### src/design/msc_pkg.sv
// shared types and codes for the mesi snoop cache controller
// no dependencies
`timescale 1ns / 1ps

package msc_pkg;

  typedef enum logic [1:0] {
    ST_I = 2'd0,
    ST_S = 2'd1,
    ST_E = 2'd2,
    ST_M = 2'd3
  } mesi_e;

  typedef enum logic [1:0] {
    OUT_STALL   = 2'd0,
    OUT_HIT     = 2'd1,
    OUT_REFUSED = 2'd2,
    OUT_ISSUED  = 2'd3
  } outcome_e;

  localparam logic [1:0] REG_SET_BITS   = 2'd0;
  localparam logic [1:0] REG_BLOCK_BITS = 2'd1;
  localparam logic [1:0] REG_WAYS       = 2'd2;

  localparam logic [3:0] BLOCK_BITS_MAX = 4'd12;
  localparam logic [47:0] CYC_MAX = 48'hFFFF_FFFF_FFFF;

  typedef struct packed {
    logic        valid;
    mesi_e       mesi;
    logic [31:0] tag;
    logic [31:0] lru;
  } line_t;

  typedef struct packed {
    logic [3:0] set_bits;
    logic [3:0] block_bits;
    logic [4:0] ways;
  } cfg_t;

  typedef struct packed {
    logic [47:0] ready_cycle;
    logic [11:0] transfer_cycles;
    logic [3:0]  victim_way;
    logic        did_evict;
    logic        did_writeback;
    logic        supplied_by_cache;
    logic [1:0]  copies_invalidated;
    mesi_e       line_state;
    outcome_e    outcome;
  } result_t;

endpackage

### src/design/msc_apb_regs.sv
// configuration registers behind the apb port
// depends on msc_pkg
`timescale 1ns / 1ps

module msc_apb_regs
  import msc_pkg::*;
(
  input  logic        clk_i,
  input  logic        rst_ni,
  input  logic        psel,
  input  logic        penable,
  input  logic        pwrite,
  input  logic [3:0]  paddr,
  input  logic [31:0] pwdata,
  output logic [31:0] prdata,
  output logic        pready,
  output cfg_t        cfg_o
);

  cfg_t cfg_q, cfg_d;
  logic wr_en;

  assign pready = 1'b1;
  assign wr_en  = psel & penable & pwrite;

  always_comb begin
    cfg_d = cfg_q;
    if (wr_en) begin
      unique case (paddr[3:2])
        REG_SET_BITS:   cfg_d.set_bits   = pwdata[3:0];
        REG_BLOCK_BITS: cfg_d.block_bits = pwdata[3:0];
        REG_WAYS:       cfg_d.ways       = pwdata[4:0];
        default: ;
      endcase
    end
  end

  always_comb begin
    unique case (paddr[3:2])
      REG_SET_BITS:   prdata = {28'd0, cfg_q.set_bits};
      REG_BLOCK_BITS: prdata = {28'd0, cfg_q.block_bits};
      REG_WAYS:       prdata = {27'd0, cfg_q.ways};
      default:        prdata = 32'd0;
    endcase
  end

  always_ff @(posedge clk_i or negedge rst_ni) begin
    if (!rst_ni) begin
      cfg_q.set_bits   <= 4'd6;
      cfg_q.block_bits <= 4'd5;
      cfg_q.ways       <= 5'd2;
    end else begin
      cfg_q <= cfg_d;
    end
  end

  assign cfg_o = cfg_q;

endmodule
### config.mk
export PLATFORM = sky130hd
export DESIGN_NAME = msc_apb_regs
export DESIGN_NICKNAME = d
export VERILOG_FILES = /design/src/design/msc_pkg.sv /design/src/design/msc_apb_regs.sv
export SDC_FILE = /design/constraint.sdc
export NUM_CORES = 1
export LEC_CHECK = 0
export BUFFER_PORTS_ARGS = -buffer_cell sky130_fd_sc_hd__buf_2
export CORE_UTILIZATION = 35
export CTS_CLUSTER_SIZE = 8
export DETAILED_ROUTE_END_ITERATION = 12
export MAX_ROUTING_LAYER = met4
export PLACE_DENSITY = 0.9
export SYNTH_ARGS = -nofsm -noshare
export SYNTH_HDL_FRONTEND = slang
export SYNTH_SLANG_ARGS = --single-unit
export TNS_END_PERCENT = 100
### constraint.sdc
create_clock -name clk_i -period 0.8 [get_ports clk_i]
set_input_delay 0.04 -clock clk_i [delete_from_list [all_inputs] [get_ports clk_i]]
set_output_delay 0.04 -clock clk_i [all_outputs]
set_load 0.05 [all_outputs]
==> results.py <==
metrics = {
    "status": {
        "status": "complete, but fails checks",
        "violations": "negative setup slack",
    },
    "layout": {
        "largest_reg_flops": 13,
        "final_common_cell": "conb_1",
        "num_antenna_cells": 0,
        "final_cells": 156,
        "fill_cells": 173,
        "final_cell_area_um2": 1459,
        "area_growth_pct": 73.77,
        "finalNetCount": 170,
        "final_cell_mix": "conb_1, buf_6, buf_8",
        "layout-drive-gt1-share_pct": 72.66,
    },
    "die": {
        "dieArea_um2": 2598,
        "initial_core_util_pct": 37.59,
        "core_area_um2": 2233,
        "dieHeight_um": 50.98,
        "die_w_um": 50.98,
        "io_pins": 87,
        "rows": 17,
    },
    "sta": {
        "period_share_pct": 154.3,
        "hold_violations": 0,
        "final-max-slew-violation-count": 0,
        "fmax_mhz": 809.9,
        "worst_slack_ps": -434.7,
        "clock_skew_ps": 0,
        "rsz0062_at_grt": "true",
        "setup_viol": 30,
        "finalCriticalPeriod_ps": 1235,
    },
    "synth": {
        "ys_seq_area_share_pct": 39.49,
        "ys_warn_count": 0,
        "syn_inst": 75,
        "ys_ff_latch": 13,
        "synth_top_area_cell": "buf_4",
        "syn_area_um2": 839.6,
        "yosysUniqueCellTypes": 16,
        "avgSynthCellArea_um2": 11.19,
        "netlist_top_cells_area": "buf_4, dfrtp_1, dfstp_2",
        "synth_top_area_share_pct": 25.04,
    },
    "placed_design": {
        "place_area_um2": 1112,
        "dp_cells": 145,
        "place_hpwl_um": 1390,
        "post-place-ws_ps": -370.6,
        "routabilityCongestion": 0.7871,
        "io_buffers": 29,
    },
    "worst_hold_path": {
        "min_path_type": "in2reg",
    },
    "clocking": {
        "clock_latency_ps": 270,
        "cts.path.max_buffers": 2,
        "cts_buffers": 3,
        "root_buffer": "clkbuf_4",
        "cts_sinks": 13,
        "htreeDepth": 1,
        "clkTransAtPathRegs_ps": 90,
        "cts_tree": "yes",
    },
    "power_and_ir_drop": {
        "irDropWorstVdd_uv": 1938,
        "p_per_area_nw_per_um2": 2702,
        "p_leak_nw": 0.6926,
        "p_total_mw": 3.942,
    },
    "grt": {
        "grt_pass1_vias": 658,
        "grt_max_degree": 14,
        "grt_pass1_wl_um": 3153,
        "antenna_found_initial": 0,
        "grt_usage_pct": 16.98,
        "overflow": 0,
    },
    "route": {
        "ant_nets": 0,
        "detail_route.first_pass.iterations": 2,
        "wl_per_cell_um": 12.47,
        "viasPerCell": 4.173,
        "drtIter0Drc": 3,
        "finalWirelength_um": 1945,
        "vias": 651,
        "drc": 0,
    },
    "setup_path": {
        "cp.required_ps": 760,
        "critPathLaunchType": "flop",
        "critPathMaxFanout": 2,
        "crit_path_cell_trace": "mux2i_2, o21ai_4, buf_6",
        "critical-path-slowest-cell": "dfstp_2",
        "max_stage_delay_ps": 550,
        "path_buf_inv": 1,
        "critPathKind": "reg2out",
        "cp.arrival_ps": 1190,
        "end_kind": "primary output",
        "crit_family": "flip-flops",
    },
    "flow_run": {
        "max-cap-violations": 0,
    },
}
## power by group
part / internal (mW) / total (mW) / switching (mW)
sequential: 0.873 / 1.02 / 0.146
combinational: 1.10 / 2.51 / 1.41
clock: 0.193 / 0.416 / 0.223
## worst reg2reg max path: stages, from the launching register on
cell	delay [ps]
dfstp_2	380
buf_4	130
buf_6	110
mux2_4	260
## logic make-up after synthesis
kind of cell	share of synthesized area, %
buffers and inverters	25.63
AND/OR/NAND/NOR	7.599
multiplexers	23.99
flip-flops	39.49
other	0.8945
AO/OA/AOI/OAI	2.385
## layer usage
metal | track usage, % | wire, um | up-vias
li1 | - | - | 298
met1 | 20.00 | 741 | 311
met2 | 30.26 | 1067 | 42
met3 | 3.274 | 137 | 0
met4 | 2.778 | 0 | 0
met5 | - | 0 | -
## path summary, 6_finish.rpt
check | startpoint | endpoint | slack (ps) | cells after the start
min in group asynchronous | rst_ni | cfg_o[0]$_DFFE_PN0P_ | 160 | 2
worst max register to register | cfg_o[10]$_DFFE_PN1P_ | cfg_o[10]$_DFFE_PN1P_ | -140 | 3
max in group asynchronous | rst_ni | cfg_o[7]$_DFFE_PN1P_ | 360 | 2
worst min-delay path | pwdata[3] | cfg_o[3]$_DFFE_PN0P_ | 30 | 2
worst max-delay path | cfg_o[1]$_DFFE_PN1P_ | prdata[1] | -430 | 3
worst min register to register | cfg_o[4]$_DFFE_PN0P_ | cfg_o[4]$_DFFE_PN0P_ | 550 | 1
## cells in the mapped netlist
cell type,n
or3b_4,1
conb_1,2
buf_2,1
dfstp_2,5
dfrtp_1,8
mux2_2,9
nand3_1,1
nor2b_1,1
o21ai_0,4
nor3b_2,1
mux2i_1,4
and3b_1,1
nor3_1,1
nand2_1,4
buf_4,28
mux2_4,4
## repair_timing
action                                 4_1_cts  5_1_grt
endpoints found under the hold margin       13        1
pin swaps                                    3        0
setup endpoints to repair                   30       31
gates cloned                                 0        0
setup buffers                                0        5
hold buffers                                 1        1
gates resized for setup                     63        9
## through the flow
step / TNS, ps / hold slack (ps) / utilization, %
2_1_floorplan: -3204 / -255.6 / -
3_3_place_gp: -4915 / -67.65 / 49.80
3_5_place_dp: -5149 / -53.42 / 49.80
4_1_cts: -5546 / 0.8581 / 61.23
5_1_grt: -7075 / 26.27 / 65.32
6_report: -6230 / 29.12 / 65.32
## cell type report
type                            count  area, um2  share of cell area [%]
Timing Repair Buffer               52      550.5                   37.74
Clock buffer                        4      26.28                   1.801
Sequential cell                    13      341.6                   23.41
Multi-Input combinational cell     59      505.5                   34.65
Tap cell                           28      35.03                   2.401
(Power assumes the default switching activity.)
